$ cat src/design/kese_pkg.sv
// Package for the key escape sequence encoder.
// Holds key codes, byte constants, the sequence descriptor type and the F-key tables.
// No dependencies.
package kese_pkg;

  localparam int unsigned KESE_QUEUE_DEPTH = 2;
  localparam int unsigned KESE_MAX_BYTES   = 6;

  localparam logic [7:0] KEY_TAB   = 8'h09;
  localparam logic [7:0] KEY_ESC   = 8'h1B;
  localparam logic [7:0] KEY_PGUP  = 8'h21;
  localparam logic [7:0] KEY_PGDN  = 8'h22;
  localparam logic [7:0] KEY_END   = 8'h23;
  localparam logic [7:0] KEY_HOME  = 8'h24;
  localparam logic [7:0] KEY_LEFT  = 8'h25;
  localparam logic [7:0] KEY_UP    = 8'h26;
  localparam logic [7:0] KEY_RIGHT = 8'h27;
  localparam logic [7:0] KEY_DOWN  = 8'h28;
  localparam logic [7:0] KEY_INS   = 8'h2D;
  localparam logic [7:0] KEY_DEL   = 8'h2E;
  localparam logic [7:0] KEY_F1    = 8'h70;
  localparam logic [7:0] KEY_F12   = 8'h7B;
  localparam logic [7:0] KEY_LBRK  = 8'hDB;
  localparam logic [7:0] KEY_A     = 8'h41;
  localparam logic [7:0] KEY_Z     = 8'h5A;

  localparam logic [7:0] CH_ESC    = 8'h1B;
  localparam logic [7:0] CH_LBRK   = 8'h5B;
  localparam logic [7:0] CH_SEMI   = 8'h3B;
  localparam logic [7:0] CH_TILDE  = 8'h7E;
  localparam logic [7:0] CH_ZERO   = 8'h30;
  localparam logic [7:0] CH_ONE    = 8'h31;
  localparam logic [7:0] CH_O      = 8'h4F;
  localparam logic [7:0] CH_P      = 8'h50;
  localparam logic [7:0] CH_Z      = 8'h5A;
  localparam logic [7:0] CTRL_BASE = 8'h40;
  localparam logic [7:0] CASE_DIFF = 8'd32;

  typedef logic [2:0] seq_len_t;

  typedef struct packed {
    logic [KESE_MAX_BYTES-1:0][7:0] data;
    seq_len_t                       len;
  } seq_t;

  function automatic logic [7:0] fkey_hi(input logic [2:0] idx);
    fkey_hi = idx[2] ? 8'h32 : 8'h31;
  endfunction

  function automatic logic [7:0] fkey_lo(input logic [2:0] idx);
    logic [7:0] res;
    case (idx)
      3'd0:    res = 8'h35;
      3'd1:    res = 8'h37;
      3'd2:    res = 8'h38;
      3'd3:    res = 8'h39;
      3'd4:    res = 8'h30;
      3'd5:    res = 8'h31;
      3'd6:    res = 8'h33;
      default: res = 8'h34;
    endcase
    fkey_lo = res;
  endfunction

endpackage

$ cat src/design/kese_if.sv
// Channel interfaces for the key escape sequence encoder.
// Depends on nothing; key events in, sequence bytes out.
interface kese_key_if;
  logic       valid;
  logic       ready;
  logic [7:0] key_code;
  logic       shift_held;
  logic       ctrl_held;
  logic       alt_held;

  modport source (output valid, key_code, shift_held, ctrl_held, alt_held, input ready);
  modport sink   (input valid, key_code, shift_held, ctrl_held, alt_held, output ready);
endinterface

interface kese_byte_if;
  logic       valid;
  logic       ready;
  logic [7:0] out_byte;
  logic       last_byte;

  modport source (output valid, out_byte, last_byte, input ready);
  modport sink   (input valid, out_byte, last_byte, output ready);
endinterface

$ cat src/design/key_escape_sequence_encoder.sv
// Top level of the key escape sequence encoder: front end, descriptor queue, back end.
// Depends on kese_pkg, kese_if, kese_front, kese_queue and kese_back.
//
//   port    dir  payload                                          role
//   key_i   in   key_code[7:0] shift_held ctrl_held alt_held      one key-down event
//   byte_o  out  out_byte[7:0] last_byte                          one sequence byte
//
// A key is classified and written into the queue when it is taken; an idle back end then loads
// it from the queue into its byte register, and its first byte is offered from that register.
// The back end sends one byte per cycle while byte_o is ready; a key's sequence has 1 to 6 bytes.
// key_i stays ready while the queue has room, also while byte_o is stalled.
// Keys that produce no bytes are taken and dropped.
// Reset clears the queue and the byte counter; no clearing pass is needed.
module key_escape_sequence_encoder
  import kese_pkg::*;
#(
  parameter int unsigned QueueDepth = KESE_QUEUE_DEPTH
) (
  input  logic         clk_i,
  input  logic         rst_ni,
  kese_key_if.sink     key_i,
  kese_byte_if.source  byte_o
);

  logic push;
  logic full;
  logic pop;
  logic empty;
  seq_t push_seq;
  seq_t pop_seq;

  kese_front u_front (
    .key_i  (key_i),
    .full_i (full),
    .push_o (push),
    .seq_o  (push_seq)
  );

  kese_queue #(
    .Depth (QueueDepth)
  ) u_queue (
    .clk_i      (clk_i),
    .rst_ni     (rst_ni),
    .push_i     (push),
    .push_seq_i (push_seq),
    .full_o     (full),
    .pop_i      (pop),
    .empty_o    (empty),
    .pop_seq_o  (pop_seq)
  );

  kese_back u_back (
    .clk_i   (clk_i),
    .rst_ni  (rst_ni),
    .empty_i (empty),
    .seq_i   (pop_seq),
    .pop_o   (pop),
    .byte_o  (byte_o)
  );

endmodule

$ cat src/design/kese_front.sv
// Front end: accepts key events and classifies them into a byte sequence descriptor.
// Depends on kese_pkg and kese_if; feeds kese_queue.
module kese_front
  import kese_pkg::*;
(
  kese_key_if.sink key_i,
  input  logic     full_i,
  output logic     push_o,
  output seq_t     seq_o
);

  function automatic seq_t encode(input logic [7:0] key, input logic shift,
                                  input logic ctrl, input logic alt);
    seq_t       s;
    logic       letter;
    logic [3:0] m;
    logic [7:0] fin;
    logic [7:0] digit;
    logic [3:0] f;
    s      = '0;
    letter = (key >= KEY_A) && (key <= KEY_Z);
    m      = 4'd1 + {3'd0, shift} + {2'd0, alt, 1'b0} + {1'b0, ctrl, 2'd0};
    digit  = CH_ZERO + {4'd0, m};
    fin    = 8'h00;
    f      = 4'(key - KEY_F1);
    if (ctrl && !alt && letter) begin
      s.data[0] = key - CTRL_BASE;
      s.len     = 3'd1;
    end else if (ctrl && !alt && key == KEY_LBRK) begin
      s.data[0] = CH_ESC;
      s.len     = 3'd1;
    end else if (alt && !ctrl && letter) begin
      s.data[0] = CH_ESC;
      s.data[1] = shift ? key : key + CASE_DIFF;
      s.len     = 3'd2;
    end else begin
      unique case (key)
        KEY_UP, KEY_DOWN, KEY_RIGHT, KEY_LEFT, KEY_HOME, KEY_END: begin
          case (key)
            KEY_UP:    fin = 8'h41;
            KEY_DOWN:  fin = 8'h42;
            KEY_RIGHT: fin = 8'h43;
            KEY_LEFT:  fin = 8'h44;
            KEY_HOME:  fin = 8'h48;
            default:   fin = 8'h46;
          endcase
          s.data[0] = CH_ESC;
          s.data[1] = CH_LBRK;
          if (m > 4'd1) begin
            s.data[2] = CH_ONE;
            s.data[3] = CH_SEMI;
            s.data[4] = digit;
            s.data[5] = fin;
            s.len     = 3'd6;
          end else begin
            s.data[2] = fin;
            s.len     = 3'd3;
          end
        end
        KEY_INS, KEY_DEL, KEY_PGUP, KEY_PGDN: begin
          s.data[0] = CH_ESC;
          s.data[1] = CH_LBRK;
          s.data[2] = (key == KEY_INS) ? 8'h32 : (key == KEY_DEL) ? 8'h33
                    : (key == KEY_PGUP) ? 8'h35 : 8'h36;
          s.data[3] = CH_TILDE;
          s.len     = 3'd4;
        end
        KEY_ESC: begin
          s.data[0] = CH_ESC;
          s.len     = 3'd1;
        end
        KEY_TAB: begin
          if (shift) begin
            s.data[0] = CH_ESC;
            s.data[1] = CH_LBRK;
            s.data[2] = CH_Z;
            s.len     = 3'd3;
          end
        end
        default: begin
          if (key >= KEY_F1 && key <= KEY_F12) begin
            s.data[0] = CH_ESC;
            if (f < 4'd4) begin
              s.data[1] = CH_O;
              s.data[2] = CH_P + {4'd0, f};
              s.len     = 3'd3;
            end else begin
              s.data[1] = CH_LBRK;
              s.data[2] = fkey_hi(3'(f - 4'd4));
              s.data[3] = fkey_lo(3'(f - 4'd4));
              s.data[4] = CH_TILDE;
              s.len     = 3'd5;
            end
          end
        end
      endcase
    end
    encode = s;
  endfunction

  assign key_i.ready = !full_i;
  assign seq_o       = encode(key_i.key_code, key_i.shift_held, key_i.ctrl_held,
                              key_i.alt_held);
  // drop keys that produce no bytes
  assign push_o      = key_i.valid && !full_i && (seq_o.len != '0);

endmodule

$ cat src/design/kese_queue.sv
// Short descriptor queue between front and back end.
// Depends on kese_pkg.
module kese_queue
  import kese_pkg::*;
#(
  parameter int unsigned Depth = KESE_QUEUE_DEPTH
) (
  input  logic clk_i,
  input  logic rst_ni,
  input  logic push_i,
  input  seq_t push_seq_i,
  output logic full_o,
  input  logic pop_i,
  output logic empty_o,
  output seq_t pop_seq_o
);

  localparam int unsigned PtrW = (Depth > 1) ? $clog2(Depth) : 1;
  localparam int unsigned CntW = $clog2(Depth + 1);

  seq_t            mem_q [Depth];
  logic [PtrW-1:0] wr_ptr_q, wr_ptr_d;
  logic [PtrW-1:0] rd_ptr_q, rd_ptr_d;
  logic [CntW-1:0] cnt_q, cnt_d;

  assign full_o    = (cnt_q == CntW'(Depth));
  assign empty_o   = (cnt_q == '0);
  assign pop_seq_o = mem_q[rd_ptr_q];

  always_comb begin
    wr_ptr_d = wr_ptr_q;
    rd_ptr_d = rd_ptr_q;
    cnt_d    = cnt_q;
    if (push_i) begin
      wr_ptr_d = (wr_ptr_q == PtrW'(Depth - 1)) ? '0 : wr_ptr_q + 1'b1;
    end
    if (pop_i) begin
      rd_ptr_d = (rd_ptr_q == PtrW'(Depth - 1)) ? '0 : rd_ptr_q + 1'b1;
    end
    if (push_i && !pop_i) begin
      cnt_d = cnt_q + 1'b1;
    end else if (pop_i && !push_i) begin
      cnt_d = cnt_q - 1'b1;
    end
  end

  always_ff @(posedge clk_i or negedge rst_ni) begin
    if (!rst_ni) begin
      wr_ptr_q <= '0;
      rd_ptr_q <= '0;
      cnt_q    <= '0;
    end else begin
      wr_ptr_q <= wr_ptr_d;
      rd_ptr_q <= rd_ptr_d;
      cnt_q    <= cnt_d;
    end
  end

  always_ff @(posedge clk_i) begin
    if (push_i) begin
      mem_q[wr_ptr_q] <= push_seq_i;
    end
  end

`ifndef ASSERT_OFF
  a_no_overflow: assert property (@(posedge clk_i) disable iff (!rst_ni)
    full_o |-> !push_i) else $error("queue push while full");
  a_no_underflow: assert property (@(posedge clk_i) disable iff (!rst_ni)
    empty_o |-> !pop_i) else $error("queue pop while empty");
`endif

endmodule

$ cat src/design/kese_back.sv
// Back end: shifts a sequence descriptor out one byte per transfer.
// Depends on kese_pkg and kese_if; drains kese_queue.
module kese_back
  import kese_pkg::*;
(
  input  logic         clk_i,
  input  logic         rst_ni,
  input  logic         empty_i,
  input  seq_t         seq_i,
  output logic         pop_o,
  kese_byte_if.source  byte_o
);

  logic [KESE_MAX_BYTES-1:0][7:0] data_q, data_d;
  seq_len_t                       rem_q, rem_d;
  logic                           xfer;

  assign byte_o.valid     = (rem_q != '0);
  assign byte_o.out_byte  = data_q[0];
  assign byte_o.last_byte = (rem_q == seq_len_t'(1));

  assign xfer  = byte_o.valid && byte_o.ready;
  // load when idle or when the last byte leaves
  assign pop_o = !empty_i && ((rem_q == '0) || (xfer && byte_o.last_byte));

  always_comb begin
    data_d = data_q;
    rem_d  = rem_q;
    if (pop_o) begin
      data_d = seq_i.data;
      rem_d  = seq_i.len;
    end else if (xfer) begin
      data_d = data_q >> 8;
      rem_d  = rem_q - 1'b1;
    end
  end

  always_ff @(posedge clk_i or negedge rst_ni) begin
    if (!rst_ni) begin
      rem_q <= '0;
    end else begin
      rem_q <= rem_d;
    end
  end

  always_ff @(posedge clk_i) begin
    data_q <= data_d;
  end

`ifndef ASSERT_OFF
  a_rem_bound: assert property (@(posedge clk_i) disable iff (!rst_ni)
    rem_q <= seq_len_t'(KESE_MAX_BYTES)) else $error("byte count out of range");
  a_load_nonempty: assert property (@(posedge clk_i) disable iff (!rst_ni)
    pop_o |=> byte_o.valid) else $error("loaded an empty sequence");
`endif

endmodule
$ cat src/flat_wrapper.sv
// flat-port wrapper written by rule: the top's interface ports become plain ports
module key_escape_sequence_encoder_flat import kese_pkg::*;
#(
  parameter int unsigned QueueDepth = KESE_QUEUE_DEPTH
)
  (clk_i, rst_ni, key_i_valid, key_i_key_code, key_i_shift_held, key_i_ctrl_held, key_i_alt_held, key_i_ready, byte_o_valid, byte_o_out_byte, byte_o_last_byte, byte_o_ready);
  kese_key_if key_i_i ();
  kese_byte_if byte_o_i ();
  input  logic clk_i;
  input  logic rst_ni;
  input wire logic [$bits(key_i_i.valid)-1:0] key_i_valid;
  input wire logic [$bits(key_i_i.key_code)-1:0] key_i_key_code;
  input wire logic [$bits(key_i_i.shift_held)-1:0] key_i_shift_held;
  input wire logic [$bits(key_i_i.ctrl_held)-1:0] key_i_ctrl_held;
  input wire logic [$bits(key_i_i.alt_held)-1:0] key_i_alt_held;
  output wire logic [$bits(key_i_i.ready)-1:0] key_i_ready;
  output wire logic [$bits(byte_o_i.valid)-1:0] byte_o_valid;
  output wire logic [$bits(byte_o_i.out_byte)-1:0] byte_o_out_byte;
  output wire logic [$bits(byte_o_i.last_byte)-1:0] byte_o_last_byte;
  input wire logic [$bits(byte_o_i.ready)-1:0] byte_o_ready;
  assign key_i_i.valid = key_i_valid;
  assign key_i_i.key_code = key_i_key_code;
  assign key_i_i.shift_held = key_i_shift_held;
  assign key_i_i.ctrl_held = key_i_ctrl_held;
  assign key_i_i.alt_held = key_i_alt_held;
  assign key_i_ready = key_i_i.ready;
  assign byte_o_valid = byte_o_i.valid;
  assign byte_o_out_byte = byte_o_i.out_byte;
  assign byte_o_last_byte = byte_o_i.last_byte;
  assign byte_o_i.ready = byte_o_ready;
  key_escape_sequence_encoder #(.QueueDepth(QueueDepth)) u_core (.clk_i(clk_i), .rst_ni(rst_ni), .key_i(key_i_i), .byte_o(byte_o_i));
endmodule
$ cat config.mk
export PLATFORM = sky130hd
export DESIGN_NAME = key_escape_sequence_encoder_flat
export DESIGN_NICKNAME = d
export VERILOG_FILES = /design/src/design/kese_pkg.sv /design/src/design/kese_if.sv /design/src/design/key_escape_sequence_encoder.sv /design/src/design/kese_front.sv /design/src/design/kese_queue.sv /design/src/design/kese_back.sv /design/src/flat_wrapper.sv
export SDC_FILE = /design/constraint.sdc
export NUM_CORES = 1
export LEC_CHECK = 0
export BUFFER_PORTS_ARGS = -buffer_cell sky130_fd_sc_hd__buf_2
export CORE_ASPECT_RATIO = 1.75
export CORE_MARGIN = 3
export CORE_UTILIZATION = 65
export CTS_BUF_LIST = sky130_fd_sc_hd__clkbuf_8
export CTS_CLUSTER_SIZE = 24
export DETAILED_ROUTE_END_ITERATION = 10
export GPL_TIMING_DRIVEN = 0
export HOLD_SLACK_MARGIN = 0.02
export PLACE_DENSITY_LB_ADDON = 0.12
export SYNTH_ARGS = -nofsm -noshare
export SYNTH_HDL_FRONTEND = slang
export SYNTH_HIERARCHICAL = 1
export SYNTH_SLANG_ARGS = --single-unit
export TNS_END_PERCENT = 20
$ cat constraint.sdc
create_clock -name clk_i -period 5.5 [get_ports clk_i]
set_clock_uncertainty 0.1 [all_clocks]
set_input_delay 0.55 -clock clk_i [delete_from_list [all_inputs] [get_ports clk_i]]
set_output_delay 0.55 -clock clk_i [all_outputs]
set_load 0.05 [all_outputs]
Word-level counts from Yosys, hierarchy flattened
Memory sizes are Yosys's and may differ from the RTL's.
Cells that the tools add are included.

cells by class
  reduce and logical (&&, ||, !) cells = 32
  magnitude comparators = 6
  multiply operators = 0
  equality and inequality tests = 21
  shifts and indexed selects = 0
  bitwise logic cells = 0
  add/subtract/negate cells = 14
  divide/modulo/power cells = 0
  multiplexer cells = 36

operators by type and width
  cell                                                                count
  2-to-1 mux 48 bit                                                   2
  equality test 8 x 6 -> 1 bit (second input constant)                10
  2-to-1 mux 40 bit                                                   2
  case mux 16 bit (4 select lines)                                    1
  case mux 11 bit (4 select lines)                                    1
  2-to-1 mux 43 bit                                                   1
  2-to-1 mux 32 bit                                                   1
  case mux 4 bit (7 select lines)                                     1
  2-to-1 mux 26 bit                                                   1
  2-to-1 mux 24 bit                                                   1
  2-to-1 mux 8 bit                                                    3
  case mux 8 bit (3 select lines)                                     1
  2-to-1 mux 11 bit                                                   2
  case mux 4 bit (5 select lines)                                     1
  2-to-1 mux 19 bit                                                   1
  2-to-1 mux 3 bit                                                    6
  greater-or-equal comparator 8 x 7 -> 1 bit (second input constant)  2
  <= comparator 8 x 7 -> 1 bit (second input constant)                2
  2-to-1 mux 16 bit                                                   1
  case mux 8 bit (2 select lines)                                     1
  2-to-1 mux 15 bit                                                   1
  logical AND 1 bit                                                   14
  OR reduction 6 bit                                                  2
  equality test 3 bit (second input constant)                         3
  other kinds (31)                                                    48

storage, ports and cells
  memories = 1
  output and inout bits = 11
  input port bits = 15
  latch bits = 0
  flip-flop bits (word level) = 55
  bits in read-only memories = 0
  memory bits (writable) = 102
  logic and storage cells = 120

memory list
  memory                words  bits a word  rd ports  clocked after memory_dff  wr ports  line              source
  u_core.u_queue.mem_q  2      51           1         0                         1         kese_queue.sv:21  seq_t mem_q [Depth];

Logic depth before layout (Yosys ltp)
  depth after elaboration = 16
  mapped depth = 13
  gate-level depth less buffers = 11

By module
Netlist, hierarchy kept.

by module, submodules not included
  module      sequential area each (µm²)  times used  cells each  area an instance (µm²)
  kese_queue  3163.0                      1           175         4119.0
  kese_back   1516.5                      1           138         2469.9
  kese_front  0.0                         1           196         1189.9

Worst setup path after synthesis
Ideal clock, no wire load.

  path kind = input port to flip-flop
  from = in key_i_key_code[7]
  to = mem u_core/u_queue/mem_q[0][0] in the netlist's numbering (enable)
  slack = 378 ps
  arrival = 4556 ps
  path buffers = 2
  data required time = 4934 ps
  cell stages on the path = 10
  library setup time = 466 ps
  path through = clkbuf_1 -> inv_1 -> ha_1 -> and3b_1 -> clkbuf_1 -> nand2_1 -> o21ai_0 -> nor4_4 -> nor3b_1 -> nor2b_1

on the way
  word-level cells in the longest chain between the ends = 11
  elaborated cells between the ends (all ways) = 33
  those cells by class = order compare (4); eq/ne (13); mux (7); reduce/logical (9)

RTL lines
  element                                                                                     line                               source
  start, declared                                                                             flat_wrapper.sv:12                 input wire logic [$bits(key_i_i.key_code)-1:0] key_i_key_code;
  greater-or-equal comparator 8 x 7 -> 1 bit or <= comparator 8 x 7 -> 1 bit (tied branches)  kese_front.sv:81                   if (key >= KEY_F1 && key <= KEY_F12) begin
  logical AND 1 bit                                                                           kese_front.sv:81
  2-to-1 mux 43 bit                                                                           kese_front.sv:81
  case mux 11 bit (4 select lines)                                                            kese_front.sv:37                   unique case (key)
  2-to-1 mux 19 bit                                                                           kese_front.sv:32                   end else if (alt && !ctrl && letter) begin
  2-to-1 mux 11 bit                                                                           kese_front.sv:29                   end else if (ctrl && !alt && key == KEY_LBRK) begin
  2-to-1 mux 11 bit (*)                                                                       kese_front.sv:26                   if (ctrl && !alt && letter) begin
  nonzero test 3 bit (*)                                                                      kese_front.sv:105                  assign push_o = key_i.valid && !full_i && (seq_o.len != '0);
  logical AND 1 bit (*)                                                                       kese_front.sv:105
  via u_core.push                                                                             key_escape_sequence_encoder.sv:25  logic push;
  2-to-1 mux 1 bit (*)                                                                        kese_queue.sv:60                   if (push_i) begin
  2-to-1 mux 1 bit (implied by the code) (*)                                                  kese_queue.sv:61                   mem_q[wr_ptr_q] <= push_seq_i;
  end, declared                                                                               kese_queue.sv:21

Mark *: on every way through the listed nets, which the timed path passes. The rest lies on a longest branch.

Worst setup path in the final report
  from = in key_i_key_code[7]
  to = mem u_core/u_queue/mem_q[0][14] in the netlist's numbering (enable)

The elaborated chain is that of the path after synthesis.

==> run metrics <==
status finished, final reports clean; Leak roughly 3.4 nW; mapped cell area around 7800 um^2; Pwr Total around 4.3 mW; routed len/inst 20.63 um; Avg Cell Area, Syn around 15 um^2; RSZ-0062 raised after global routing no; top post-synthesis cells by area edfxtp_1 (58%), mux2_4 (17%), dfrtp_1 (2.3%); Placed Area 8205 um^2; cell area after layout about 8600 um^2; final hold vios 0; RD Place Congestion 0.8765; Seq/Total Area, Yosys 0.6016; R2R Setup Slk between 2 and 3 ns; DRC Markers 0; Yosys cell types between 60 and 70; Setup TNS 0 ns; global-route wire length before repair between 20000 and 25000 um; share of cells above drive strength 1 0.3490; Post-Synthesis Cells 509; Synth async-reset ratio 0.04459; IO buf count 24; Post-DRT Antenna Nets 0; final setup violation count 0; # diodes 0; num ports 26; TritonCTS buffer count 17; Fin Hold WS approximately 0.36 ns; detailed placer's ending HPWL 10610 um; area growth from synthesis to layout 10.60%; Die Ht roughly 150 um; vias in the first global route 4318; antenna violations before repair 0; DP Worst Slack 0.9800 ns; cell taking the most area after synthesis edfxtp_1; Root Buffer clkbuf_8; power per cell area 494.9 nW/um^2; Slew Viols, Final 0; Cells after DPL ~680; Post-synth top flop edfxtp_1; Max-Slew Margin vs Limit 0.4148; layout filler cell count roughly 740; CTS clk-pin slew, worst paths approximately 0.09 ns; Max clock buf depth 2; vias per cell roughly 6.0; non-filler cells, final between 700 and 800; Crit path required time 5.53 ns; fin util 0.7387; Max VDD drop 0.0002998 V; WL final 14670 um; endpoint class of the critical path flip-flop; Placement Rows between 50 and 60; DR pass1 iterations 5; crit path time final 4.066 ns; fin crit share 0.7392; Final nets 588; Yosys top cell area share 0.5791; worst hold path type input port to flip-flop; number of flops mapped to enable cells by yosys 150; DR iter-0 viols about 380; number of setup buffers added after CTS 0; H-Tree Level Count 4; GRT Util Overall 0.2375; crit-path max FO 27; Clock Latency Late Sink between 0.4 and 0.5 ns; pin slew with the least headroom to its limit approximately 0.88 ns; Startpoint Class input port; post-route worst setup slack between 1 and 1.5 ns; grt total ovfl 0; Core Box Area 11650 um^2; Setup CP Type input port to flip-flop; via count ~4200; Critical Path AT ~4 ns; largest net degree at the start of global routing 34; Die Wd around 89 um; #FFs+latches synth between 150 and 200; fmax roughly 250 MHz; Die ar. between 10000 and 15000 um^2; Initial Utilization 0.6679; Ys Warns 6; Sink Count 157; CTS tree built; MaxCap Viol Count 0
cells in the mapped netlist (2+ instances only):
| library cell | number |
|---|---|
| a21boi_0 | 2 |
| o21a_1 | 2 |
| buf_1 | 3 |
| xnor2_1 | 3 |
| and2_1 | 12 |
| o221ai_1 | 3 |
| or2_2 | 2 |
| nor2_1 | 29 |
| o21ai_0 | 15 |
| o221a_2 | 2 |
| buf_2 | 5 |
| buf_12 | 8 |
| nand2_1 | 20 |
| o21ai_1 | 3 |
| clkbuf_1 | 4 |
| a221oi_1 | 2 |
| xor2_1 | 7 |
| nor4_1 | 2 |
| nand4_1 | 2 |
| nor3_1 | 5 |
| a21o_1 | 3 |
| ha_1 | 10 |
| mux2_2 | 7 |
| nand3_1 | 9 |
| inv_1 | 18 |
| dfrtp_1 | 7 |
| a31oi_1 | 5 |
| o22ai_1 | 3 |
| a21oi_1 | 19 |
| o2111ai_1 | 3 |
| and2b_1 | 2 |
| mux2_4 | 86 |
| o211ai_1 | 2 |
| buf_6 | 3 |
| or2_1 | 2 |
| nor2b_1 | 3 |
| edfxtp_1 | 150 |
| nor3b_1 | 4 |
| buf_4 | 18 |
| nand2b_1 | 2 |
final cells by class:
type                       instances  area (um^2)  share of cell area
clock buffer                      17        234.0             0.02720
buffer                            42        395.4             0.04596
multi-input combinational        298         2679              0.3114
inverter                          18        67.56            0.007853
timing repair buffer              29        225.2             0.02618
clock inverter                    15        153.9             0.01789
tap                              135        168.9             0.01963
sequential                       157         4679              0.5439
path summary, 6_finish.rpt:
| check | cells past startpoint | startpoint | to |
|---|---|---|---|
| worst max-delay path | 12 | key_i_key_code[7] | u_core/u_queue/mem_q[0][14] |
| worst min-delay path | 3 | byte_o_ready | u_core/u_back/rem_q[0] |
| max in group asynchronous | 2 | rst_ni | u_core/u_queue/rd_ptr_q |
| worst max register to register | 4 | u_core/u_queue/cnt_q[1] | u_core/u_queue/mem_q[0][14] |
| min in group asynchronous | 2 | rst_ni | u_core/u_back/rem_q[0] |
| worst min register to register | 1 | u_core/u_queue/cnt_q[1] | u_core/u_queue/cnt_q[1] |
placed cells by master (no fill, tap or decap), types with 11 or more instances in the layout:
cell and count:
edfxtp_1 150, clkbuf_8 17, mux2_4 86, buf_2 29
inv_1 19, nor2_1 29, and2_1 11, o21ai_0 14
buf_4 18, a21oi_1 19, nand2_1 20
registers in the layout, summed over array words and instances (netlist names):
register	cells
u_core/u_back/rem_q	3
u_core/u_queue/mem_q	102
u_core/u_queue/wr_ptr_q	1
u_core/u_back/byte_o.out_byte	8
u_core/u_queue/rd_ptr_q	1
u_core/u_back/data_q	40
u_core/u_queue/cnt_q	2
per-layer routing:
metal / routed length (um) / vias up / track usage
li1: - / 1997 / -
met1: 5556 / 2115 / 0.2696
met2: 8243 / 110 / 0.4304
met4: 389 / 0 / 0.09077
met3: 480 / 26 / 0.04436
met5: 0 / - / 0
logic make-up after synthesis:
kind of cell,Yosys count,synth area share
buffers and inverters,60,0.05951
muxes,94,0.1774
other,1,0.0004821
and+or+nand+nor,106,0.07399
adders and majority gates,10,0.01608
xor gates and xnor gates,10,0.01126
DFF,157,0.6016
AOI/OAI and AO/OA,71,0.05967
report_power, final:
| group | switching [mW] | internal [mW] | total (mW) |
|---|---|---|---|
| sequential | 0.100 | 1.69 | 1.79 |
| clock | 0.451 | 0.374 | 0.825 |
| combinational | 0.760 | 0.881 | 1.64 |
| total | 1.31 | 2.95 | 4.26 |
critical path: stages:
cell and delay (ns):
buf_2 0.10, clkbuf_1 0.19, inv_1 0.18, ha_1 0.28
and3b_1 0.20, clkbuf_1 0.24, nand2_1 0.17, o21ai_0 0.36
nor4_4 0.11, nor3b_1 0.54, nor2b_4 0.84, buf_12 0.28
what timing repair did:
action / 4_1_cts / 5_1_grt
resized for setup: 0 / 0
hold endpoints to repair: 7 / 0
hold buffers: 1 / 0
(Power assumes the default switching activity.)
